==> src/hdl/tria_pkg.sv <==
// tilt region and angle indicator: shared types, constants and tables
// used by the cordic/sqrt unit and by the top level
`default_nettype none
package tria_pkg;
  localparam int SampleWidthDef   = 16;
  localparam int AngleFracBitsDef = 6;
  localparam int CordicStepsDef   = 16;
  localparam int TableLen         = 24;
  localparam int ZW               = 24;  // angle accumulator, 2^-16 degree
  localparam int CfgIdxW          = 3;
  localparam int CfgDataW         = 16;

  localparam logic [CfgIdxW-1:0] CFG_X_OFFSET   = 3'd0;
  localparam logic [CfgIdxW-1:0] CFG_Y_OFFSET   = 3'd1;
  localparam logic [CfgIdxW-1:0] CFG_DEAD_BAND  = 3'd2;
  localparam logic [CfgIdxW-1:0] CFG_NET_READY  = 3'd3;
  localparam logic [CfgIdxW-1:0] CFG_LED_ENABLE = 3'd4;

  localparam logic [3:0] RG_FLAT = 4'd0;
  localparam logic [3:0] RG_Q1   = 4'd1;
  localparam logic [3:0] RG_Q2   = 4'd2;
  localparam logic [3:0] RG_Q3   = 4'd3;
  localparam logic [3:0] RG_Q4   = 4'd4;
  localparam logic [3:0] RG_YN   = 4'd5;
  localparam logic [3:0] RG_YP   = 4'd6;
  localparam logic [3:0] RG_XP   = 4'd7;
  localparam logic [3:0] RG_XN   = 4'd8;

  typedef enum logic [1:0] {
    ST_IDLE,
    ST_WORK,
    ST_OUT
  } state_e;

  typedef struct packed {
    logic start;
    logic do_angle;
  } calc_ctl_t;

  function automatic logic [ZW-1:0] atan_entry(input logic [4:0] i);
    logic [ZW-1:0] r;
    case (i)
      5'd0:  r = 24'd2949120;
      5'd1:  r = 24'd1740967;
      5'd2:  r = 24'd919879;
      5'd3:  r = 24'd466945;
      5'd4:  r = 24'd234379;
      5'd5:  r = 24'd117304;
      5'd6:  r = 24'd58666;
      5'd7:  r = 24'd29335;
      5'd8:  r = 24'd14668;
      5'd9:  r = 24'd7334;
      5'd10: r = 24'd3667;
      5'd11: r = 24'd1833;
      5'd12: r = 24'd917;
      5'd13: r = 24'd458;
      5'd14: r = 24'd229;
      5'd15: r = 24'd115;
      5'd16: r = 24'd57;
      5'd17: r = 24'd29;
      5'd18: r = 24'd14;
      5'd19: r = 24'd7;
      5'd20: r = 24'd4;
      5'd21: r = 24'd2;
      5'd22: r = 24'd1;
      default: r = '0;
    endcase
    return r;
  endfunction
endpackage
`default_nettype wire

==> src/hdl/tria_calc.sv <==
// tilt region and angle indicator: iterative cordic angle and
// bit-pair square root; depends on tria_pkg
`default_nettype none
module tria_calc import tria_pkg::*; #(
  parameter int SampleWidth   = SampleWidthDef,
  parameter int AngleFracBits = AngleFracBitsDef,
  parameter int CordicSteps   = CordicStepsDef,
  localparam int AW = SampleWidth + 1,
  localparam int CW = AW + 26,
  localparam int SW = 2 * AW,
  localparam int RW = AW,
  localparam int AngW = 7 + AngleFracBits
) (
  input  wire logic            clk_i,
  input  wire logic            rst_ni,
  input  wire calc_ctl_t       ctl_i,
  input  wire logic [AW-1:0]   ax_i,
  input  wire logic [AW-1:0]   ay_i,
  input  wire logic [SW-1:0]   sum_i,
  output logic                 done_o,
  output logic [AngW-1:0]      angle_o,
  output logic [RW-1:0]        root_o
);
  localparam int Steps = (CordicSteps < TableLen) ? CordicSteps : TableLen;
  localparam int SqIter = RW;
  localparam int Cnt = (Steps > SqIter) ? Steps : SqIter;
  localparam int CntW = $clog2(Cnt + 1);
  localparam int RoundShift = 16 - AngleFracBits;
  localparam int ZS = ZW + 2;

  logic [CntW-1:0] cnt_q, cnt_d;
  logic busy_q, busy_d;
  logic signed [CW-1:0] x_q, x_d, y_q, y_d;
  logic signed [ZS-1:0] z_q, z_d;
  logic [SW-1:0] rem_q, rem_d, src_q, src_d;
  logic [RW-1:0] res_q, res_d;
  logic signed [CW-1:0] xs, ys;
  logic signed [ZS-1:0] zc, zt;
  logic [SW+1:0] trial;
  logic [4:0] ti;

  assign ti = 5'(cnt_q);

  always_comb begin
    cnt_d = cnt_q; busy_d = busy_q;
    x_d = x_q; y_d = y_q; z_d = z_q;
    rem_d = rem_q; src_d = src_q; res_d = res_q;
    xs = x_q >>> cnt_q;
    ys = y_q >>> cnt_q;
    zt = ZS'(atan_entry(ti));
    trial = {2'b00, rem_q[SW-3:0], src_q[SW-1:SW-2]} - {2'b00, res_q, 2'b01};
    if (ctl_i.start) begin
      busy_d = 1'b1; cnt_d = '0;
      x_d = CW'({ay_i, 24'd0}); y_d = CW'({ax_i, 24'd0}); z_d = '0;
      rem_d = '0; src_d = sum_i; res_d = '0;
    end else if (busy_q) begin
      if (32'(cnt_q) < Steps) begin
        if (!y_q[CW-1]) begin
          x_d = x_q + ys; y_d = y_q - xs; z_d = z_q + zt;
        end else begin
          x_d = x_q - ys; y_d = y_q + xs; z_d = z_q - zt;
        end
      end
      if (32'(cnt_q) < SqIter) begin
        // one result bit per cycle from the top two bits of the sum
        src_d = {src_q[SW-3:0], 2'b00};
        if (!trial[SW+1]) begin
          rem_d = SW'(trial); res_d = {res_q[RW-2:0], 1'b1};
        end else begin
          rem_d = {rem_q[SW-3:0], src_q[SW-1:SW-2]}; res_d = {res_q[RW-2:0], 1'b0};
        end
      end
      cnt_d = cnt_q + 1'b1;
      if (32'(cnt_q) == Cnt - 1) busy_d = 1'b0;
    end
  end

  always_ff @(posedge clk_i or negedge rst_ni) begin
    if (!rst_ni) begin
      busy_q <= 1'b0; cnt_q <= '0;
    end else begin
      busy_q <= busy_d; cnt_q <= cnt_d;
    end
  end

  always_ff @(posedge clk_i) begin
    x_q <= x_d; y_q <= y_d; z_q <= z_d;
    rem_q <= rem_d; src_q <= src_d; res_q <= res_d;
  end

  always_comb begin
    zc = z_q;
    if (z_q < 0) zc = '0;
    if (z_q > ZS'(90 * 65536)) zc = ZS'(90 * 65536);
    angle_o = AngW'((zc + ZS'((1 << RoundShift) >> 1)) >>> RoundShift);
  end
  assign root_o = res_q;
  assign done_o = busy_q && (32'(cnt_q) == Cnt - 1);

  logic unused_ok;
  assign unused_ok = ctl_i.do_angle;

  a_done_busy: assert property (@(posedge clk_i) disable iff (!rst_ni)
    done_o |=> !busy_q) else $error("calc done without finishing");
  a_start_idle: assert property (@(posedge clk_i) disable iff (!rst_ni)
    ctl_i.start |=> busy_q && cnt_q == '0) else $error("calc start lost");
  a_cnt_range: assert property (@(posedge clk_i) disable iff (!rst_ni)
    busy_q |-> 32'(cnt_q) < Cnt) else $error("calc counter overrun");
endmodule
`default_nettype wire

==> src/hdl/tilt_region_angle_indicator.sv <==
// tilt region and angle indicator top level: offsets, region decision,
// heading and led pattern; depends on tria_pkg and tria_calc
`default_nettype none
// One sample pair per request. After a request is taken the squares of the
// offset-corrected samples are built by shift-add, one multiplier bit a cycle,
// first for x and then for y. Then the angle (cordic, one step a cycle) and
// the magnitude (square root, one result bit a cycle) run side by side in
// tria_calc. The next request is taken once the result has left.
module tilt_region_angle_indicator import tria_pkg::*; #(
  parameter int SAMPLE_WIDTH    = SampleWidthDef,
  parameter int ANGLE_FRAC_BITS = AngleFracBitsDef,
  parameter int CORDIC_STEPS    = CordicStepsDef
) (
  input  wire logic                 clk_i,
  input  wire logic                 rst_ni,
  input  wire logic                 in_valid_i,
  output logic                      in_ready_o,
  input  wire logic signed [15:0]   x_sample_i,
  input  wire logic signed [15:0]   y_sample_i,
  output logic                      out_valid_o,
  input  wire logic                 out_ready_i,
  output logic [3:0]                region_o,
  output logic [14:0]               heading_o,
  output logic [15:0]               magnitude_o,
  output logic [11:0]               led_pattern_o,
  input  wire logic                 cfg_we_i,
  input  wire logic [CfgIdxW-1:0]   cfg_idx_i,
  input  wire logic [CfgDataW-1:0]  cfg_data_i
);
  localparam int AW = SAMPLE_WIDTH + 1;
  localparam int DW = 18;
  localparam int AngW = 7 + ANGLE_FRAC_BITS;
  localparam int SqCntW = $clog2(AW);

  state_e state_q, state_d;
  logic signed [15:0] xoff_q, yoff_q;
  logic [9:0] band_q;
  logic net_q, len_q;
  logic [3:0] hreg_q, hreg_d;
  logic [AngW-1:0] hang_q;
  logic do_ang_q;
  logic [AW-1:0] ax_q, ay_q, adx, ady;
  logic [2*AW-1:0] sum_q;
  logic sq_busy_q, sq_q, sq_last, sum_go_q;
  logic [SqCntW-1:0] sq_cnt_q;
  logic [AW-1:0] sq_mul_q;
  logic [2*AW-1:0] sq_mcd_q;
  logic [2*AW:0] sq_acc_q, sq_acc_d;

  logic signed [DW-1:0] dx, dy, hb;
  logic xn, xp, xz, yn, yp, yz;
  calc_ctl_t ctl;
  logic done;
  logic [AngW-1:0] ang_c;
  logic [AW-1:0] root;

  // sample fields reduced to SAMPLE_WIDTH and sign extended
  assign dx = DW'(signed'(x_sample_i[SAMPLE_WIDTH-1:0])) - DW'(xoff_q);
  assign dy = DW'(signed'(y_sample_i[SAMPLE_WIDTH-1:0])) - DW'(yoff_q);
  assign hb = DW'(signed'({1'b0, band_q}));
  always_comb begin
    xn = dx < -hb; xp = dx > hb; xz = (dx > -hb) && (dx < hb);
    yn = dy < -hb; yp = dy > hb; yz = (dy > -hb) && (dy < hb);
    hreg_d = hreg_q;
    if (xz && yz) hreg_d = RG_FLAT;
    else if (yn && xz) hreg_d = RG_YN;
    else if (yp && xz) hreg_d = RG_YP;
    else if (xp && yz) hreg_d = RG_XP;
    else if (xn && yz) hreg_d = RG_XN;
    else if (xp && yp) hreg_d = RG_Q3;
    else if (xp && yn) hreg_d = RG_Q4;
    else if (xn && yp) hreg_d = RG_Q2;
    else if (xn && yn) hreg_d = RG_Q1;
  end

  assign adx = dx[DW-1] ? AW'(-dx) : AW'(dx);
  assign ady = dy[DW-1] ? AW'(-dy) : AW'(dy);

  // squares by shift-add, one multiplier bit per cycle: |dx| first, then |dy|
  assign sq_last = (32'(sq_cnt_q) == AW - 1);
  assign sq_acc_d = sq_mul_q[0] ? sq_acc_q + (2*AW+1)'(sq_mcd_q) : sq_acc_q;

  always_comb begin
    state_d = state_q;
    ctl = '0;
    ctl.start = sum_go_q;
    ctl.do_angle = do_ang_q;
    in_ready_o = (state_q == ST_IDLE);
    out_valid_o = (state_q == ST_OUT);
    case (state_q)
      ST_IDLE: if (in_valid_i) state_d = ST_WORK;
      ST_WORK: if (done) state_d = ST_OUT;
      ST_OUT:  if (out_ready_i) state_d = ST_IDLE;
      default: state_d = ST_IDLE;
    endcase
  end

  always_ff @(posedge clk_i or negedge rst_ni) begin
    if (!rst_ni) begin
      state_q <= ST_IDLE;
      xoff_q <= '0; yoff_q <= '0; band_q <= 10'd10; net_q <= 1'b0; len_q <= 1'b1;
      hreg_q <= RG_Q1; hang_q <= '0; do_ang_q <= 1'b0;
      sq_busy_q <= 1'b0; sq_q <= 1'b0; sq_cnt_q <= '0; sum_go_q <= 1'b0;
    end else begin
      state_q <= state_d;
      sum_go_q <= sq_busy_q && sq_q && sq_last;
      if (cfg_we_i) begin
        case (cfg_idx_i)
          CFG_X_OFFSET:   xoff_q <= cfg_data_i;
          CFG_Y_OFFSET:   yoff_q <= cfg_data_i;
          CFG_DEAD_BAND:  band_q <= cfg_data_i[9:0];
          CFG_NET_READY:  net_q <= cfg_data_i[0];
          CFG_LED_ENABLE: len_q <= cfg_data_i[0];
          default: ;
        endcase
      end
      if (in_valid_i && in_ready_o) begin
        hreg_q <= hreg_d;
        do_ang_q <= (dx != 0) && (dy != 0);
        sq_busy_q <= 1'b1; sq_q <= 1'b0; sq_cnt_q <= '0;
      end else if (sq_busy_q) begin
        sq_cnt_q <= sq_last ? '0 : sq_cnt_q + 1'b1;
        if (sq_last) sq_q <= 1'b1;
        if (sq_last && sq_q) sq_busy_q <= 1'b0;
      end
      if (done && do_ang_q) hang_q <= ang_c;
    end
  end

  always_ff @(posedge clk_i) begin
    if (in_valid_i && in_ready_o) begin
      ax_q <= adx;
      ay_q <= ady;
      sq_mul_q <= adx; sq_mcd_q <= (2*AW)'(adx); sq_acc_q <= '0;
    end else if (sq_busy_q) begin
      sq_acc_q <= sq_acc_d;
      if (sq_last && !sq_q) begin
        sq_mul_q <= ay_q; sq_mcd_q <= (2*AW)'(ay_q);
      end else begin
        sq_mul_q <= sq_mul_q >> 1; sq_mcd_q <= sq_mcd_q << 1;
      end
      // (dx^2+dy^2)/2 once the last bit of |dy| is in
      if (sq_last && sq_q) sum_q <= (2*AW)'(sq_acc_d >> 1);
    end
  end

  tria_calc #(
    .SampleWidth(SAMPLE_WIDTH), .AngleFracBits(ANGLE_FRAC_BITS),
    .CordicSteps(CORDIC_STEPS)
  ) u_calc (
    .clk_i, .rst_ni,
    .ctl_i(ctl),
    .ax_i(ax_q), .ay_i(ay_q), .sum_i(sum_q),
    .done_o(done), .angle_o(ang_c), .root_o(root)
  );

  // output decode from the held region and angle
  logic [AngW-1:0] a;
  logic [1:0] sec;
  logic [14:0] hd;
  logic [11:0] ld;
  always_comb begin
    a = hang_q;
    sec = (a < AngW'(30 << ANGLE_FRAC_BITS)) ? 2'd0 :
          (a < AngW'(60 << ANGLE_FRAC_BITS)) ? 2'd1 : 2'd2;
    case (hreg_q)
      RG_FLAT: begin hd = '0; ld = net_q ? 12'hFFF : 12'h555; end
      RG_Q1: begin hd = 15'(a); ld = 12'(1 << sec); end
      RG_Q2: begin hd = 15'((180 << ANGLE_FRAC_BITS) - 32'(a)); ld = 12'(1 << (5 - sec)); end
      RG_Q3: begin hd = 15'((180 << ANGLE_FRAC_BITS) + 32'(a)); ld = 12'(1 << (6 + sec)); end
      RG_Q4: begin hd = 15'((360 << ANGLE_FRAC_BITS) - 32'(a)); ld = 12'(1 << (11 - sec)); end
      RG_YN: begin hd = '0; ld = 12'd1; end
      RG_YP: begin hd = 15'(180 << ANGLE_FRAC_BITS); ld = 12'd1 << 6; end
      RG_XP: begin hd = 15'(270 << ANGLE_FRAC_BITS); ld = 12'd1 << 9; end
      default: begin hd = 15'(90 << ANGLE_FRAC_BITS); ld = 12'd1 << 3; end
    endcase
    if (!len_q) ld = '0;
  end

  assign region_o = hreg_q;
  assign heading_o = hd;
  assign led_pattern_o = ld;
  assign magnitude_o = 16'(root);

  a_out_after_done: assert property (@(posedge clk_i) disable iff (!rst_ni)
    $rose(out_valid_o) |-> $past(done)) else $error("result without calc");
  a_no_take_busy: assert property (@(posedge clk_i) disable iff (!rst_ni)
    out_valid_o |-> !in_ready_o) else $error("request taken while result held");
  a_hold_region: assert property (@(posedge clk_i) disable iff (!rst_ni)
    out_valid_o && !out_ready_i |=> $stable(region_o)) else $error("region moved");
endmodule
`default_nettype wire
==> config.mk <==
export PLATFORM = sky130hd
export DESIGN_NAME = tilt_region_angle_indicator
export DESIGN_NICKNAME = d
export VERILOG_FILES = /design/src/hdl/tria_pkg.sv /design/src/hdl/tria_calc.sv /design/src/hdl/tilt_region_angle_indicator.sv
export SDC_FILE = /design/constraint.sdc
export NUM_CORES = 2
export LEC_CHECK = 0
export BUFFER_PORTS_ARGS = -buffer_cell sky130_fd_sc_hd__buf_4
export CAP_MARGIN = 20
export CORE_UTILIZATION = 31
export DETAILED_ROUTE_END_ITERATION = 8
export MAX_ROUTING_LAYER = met4
export SLEW_MARGIN = 20
export SYNTH_ARGS = -nofsm -noshare
export SYNTH_HDL_FRONTEND = slang
export SYNTH_HIERARCHICAL = 1
export SYNTH_SLANG_ARGS = --single-unit
==> constraint.sdc <==
create_clock -name clk_i -period 14.72 [get_ports clk_i]
set_input_delay 2.208 -clock clk_i [delete_from_list [all_inputs] [get_ports clk_i]]
set_output_delay 2.208 -clock clk_i [all_outputs]
set_load 0.02 [all_outputs]
==> flow_metrics.tcl <==
set metrics [dict create \
    status "finished, final reports clean" \
    crit_arrival_ns 8.45 \
    cp.required_ns 15.29 \
    synth_nets 4910 \
    die_w_um 357 \
    start_util 0.312 \
    post-synth-top-count-cell "nand2_1" \
    yosys_most_used_dff "dfxtp_1" \
    critPathKind "flip-flop to flip-flop" \
    overflow 0 \
    synth_cell_types 114 \
    ctsHoldBuffers 0 \
    antenna_cells 0 \
    dpl.hpwl_mm 94.9 \
    grt_max_degree 142 \
    synth_edf_count 170 \
    io_buffers 104 \
    drive_gt1_frac 0.121 \
    clockRootBuffer "clkbuf_16" \
    setup_tns_ns 0 \
    clk_pin_slew_ns 0.06 \
    synth.top_cells.by_area "edfxtp_1 13%, dfxtp_1 9.2%, ha_1 8.6%" \
    final-max-slew-violation-count 0 \
    syn_inst 4578 \
    die_area_mm2 0.128 \
    r2r-start "u_calc/cnt_q[0]$_DFFE_PN0P_" \
    cp-end-kind "flip-flop" \
    routed_via_density 5.71 \
    synth_area_leader_cell "edfxtp_1" \
    maxCapViolations 0 \
    hold_path_end "sq_acc_q[0]$_SDFFE_PP0P_" \
    clk_latency_ns 0.67 \
    async_reset_ff_frac 0.183 \
    synth_warnings 6 \
    wl_per_cell_um 20.6 \
    drc_errors 0 \
    ys_seq_elements 427 \
    drt_wl_total_mm 128 \
    cts_buffer_depth 3 \
    core_mm2 0.125 \
    worst_hold_slack_ns 0.460 \
    h-tree-depth 2 \
    hold_viol 0 \
    avgSynthCellArea_um2 8.55 \
    worstMarginPinSlew_ns 1.03 \
    pin_count 105 \
    reg2regPathDepth 23 \
    finalSetupViolations 0 \
    gp_congestion 1.02 \
    r2r_slack_ns 6.84 \
    startpoint_type "flip-flop" \
    fin_skew_ns 0.0366 \
    layout.nets 4870 \
    antenna_found_initial 0 \
    period_share 0.535 \
    synth_common_cells "530 x nand2_1, 391 x a21oi_1, 339 x nor2_1" \
    yosysSeqAreaShare 0.272 \
    first_iter_violations 3150 \
    min_path_cells 2 \
    cp_max_fo 54 \
    grt_pass1_wl_mm 199 \
    max_clock_freq_mhz 127 \
    layout_min_cycle_time_ns 7.88 \
    synth_top_area_share 0.130 \
    grt_usage 0.202 \
    area_growth_pct 10.2 \
    cts_buffers 52 \
    syn_area_mm2 0.0392 \
    r2r_end "u_calc/x_q[42]$_SDFFE_PP0P_" \
    rows 130 \
    cts_sinks 427 \
    fp.dieH_um 357 \
    relSlewSlack 0.302 \
    rsz0062_at_grt "no" \
    cts_tree "done" \
    dr.pass1.iters 6 \
    min_path_type "flip-flop to flip-flop" \
    min-delay-start "sq_acc_q[0]$_SDFFE_PP0P_" \
    grt_pass1_vias 33687 \
    drtAntennaViolNets 0 \
    vias 35558 \
    cts_setup_buffers 0 \
    cts_resized 0 \
]
[layout make-up]
class / instances / area, um^2
well taps: 1650 / 2060
clock buffers: 60 / 1400
repair buffers: 150 / 1150
fillers: 12944 / 82300
clock inverters: 38 / 444
flip-flops and latches: 427 / 10700
inverters: 183 / 688
multi-input cells: 3724 / 26700
[registers in the layout, summed over array words and instances (netlist names), 17 cells and up]
| name | cells |
|---|---|
| sum_q | 34 |
| u_calc/x_q | 43 |
| u_calc/src_q | 34 |
| u_calc/z_q | 26 |
| u_calc/rem_q | 32 |
| ax_q | 17 |
| ay_q | 17 |
| sq_mcd_q | 34 |
| u_calc/y_q | 43 |
| sq_acc_q | 35 |
| u_calc/root_o | 17 |
| sq_mul_q | 17 |
[critical path, stage by stage (launching register included)]
cell,delay (ns)
dfrtp_4,0.74
buf_4,0.76
mux4_2,0.64
mux2_2,0.35
mux2_2,0.28
mux2i_1,0.29
ha_1,0.27
nand4b_1,0.27
nor3_2,0.60
nand4_2,0.32
o31ai_1,0.31
a21oi_1,0.09
a31o_2,0.26
ha_1,0.34
inv_1,0.12
o21bai_1,0.08
a21oi_1,0.27
o2111ai_1,0.15
a221oi_1,0.41
nor3_1,0.14
or3_1,0.41
a211o_1,0.28
a21o_1,0.18
a21oi_1,0.14
[cells by family after synthesis]
family	share of synthesized area
simple gates	0.178
compound gates	0.230
buf+inv	0.0473
flops	0.272
mux	0.118
xor+xnor	0.0648
fa+ha+maj	0.0896
[per-stage QoR]
| stage | cell area (um^2) | util | std cells | worst slack (ns) |
|---|---|---|---|---|
| floorplan | 39200 | - | 4578 | 8.25 |
| global placement | 41300 | 0.329 | 6133 | 7.07 |
| detailed placement | 41300 | 0.329 | 6134 | 6.95 |
| CTS | 43100 | 0.344 | 6232 | 6.91 |
| global route | 43100 | 0.344 | 6232 | 6.39 |
| finish | 43100 | 0.344 | 6232 | 6.84 |
[worst max path at each step]
stage	from	endpoint	cells after the start
floorplan	u_calc/cnt_q[4]$_DFFE_PN0P_	u_calc/y_q[35]$_DFFE_PP_	30
global placement	u_calc/cnt_q[0]$_DFFE_PN0P_	u_calc/x_q[42]$_SDFFE_PP0P_	23
detailed placement	u_calc/cnt_q[0]$_DFFE_PN0P_	u_calc/x_q[42]$_SDFFE_PP0P_	23
CTS	u_calc/cnt_q[0]$_DFFE_PN0P_	u_calc/x_q[42]$_SDFFE_PP0P_	23
global route	u_calc/cnt_q[0]$_DFFE_PN0P_	u_calc/x_q[42]$_SDFFE_PP0P_	23
finish	u_calc/cnt_q[0]$_DFFE_PN0P_	u_calc/x_q[42]$_SDFFE_PP0P_	23
[per-layer routing]
layer,track usage,part of all wire
met1,0.267,0.45
met2,0.306,0.44
met3,0.0277,0.064
met4,0.0864,0.047
met5,-,0
[cell usage in the layout, fill, tap and decap left out, drive strengths merged, types with 43 or more instances in the layout]
| master | instances |
|---|---|
| nand2b | 60 |
| xor2 | 101 |
| mux2i | 116 |
| inv | 185 |
| nor2b | 52 |
| buf | 150 |
| mux4 | 87 |
| a211oi | 60 |
| nand2 | 530 |
| a21o | 113 |
| or3 | 49 |
| nand3 | 87 |
| o21ai | 267 |
| dfxtp | 179 |
| clkbuf | 60 |
| a31oi | 54 |
| dfrtp | 74 |
| ha | 270 |
| nor2 | 339 |
| nor3 | 92 |
| xnor2 | 186 |
| mux2 | 133 |
| o21a | 49 |
| o22ai | 43 |
| edfxtp | 170 |
| a21oi | 391 |
Power is not shown: default switching activity piles up to over one toggle a cycle in this logic, so the estimate is an artifact.
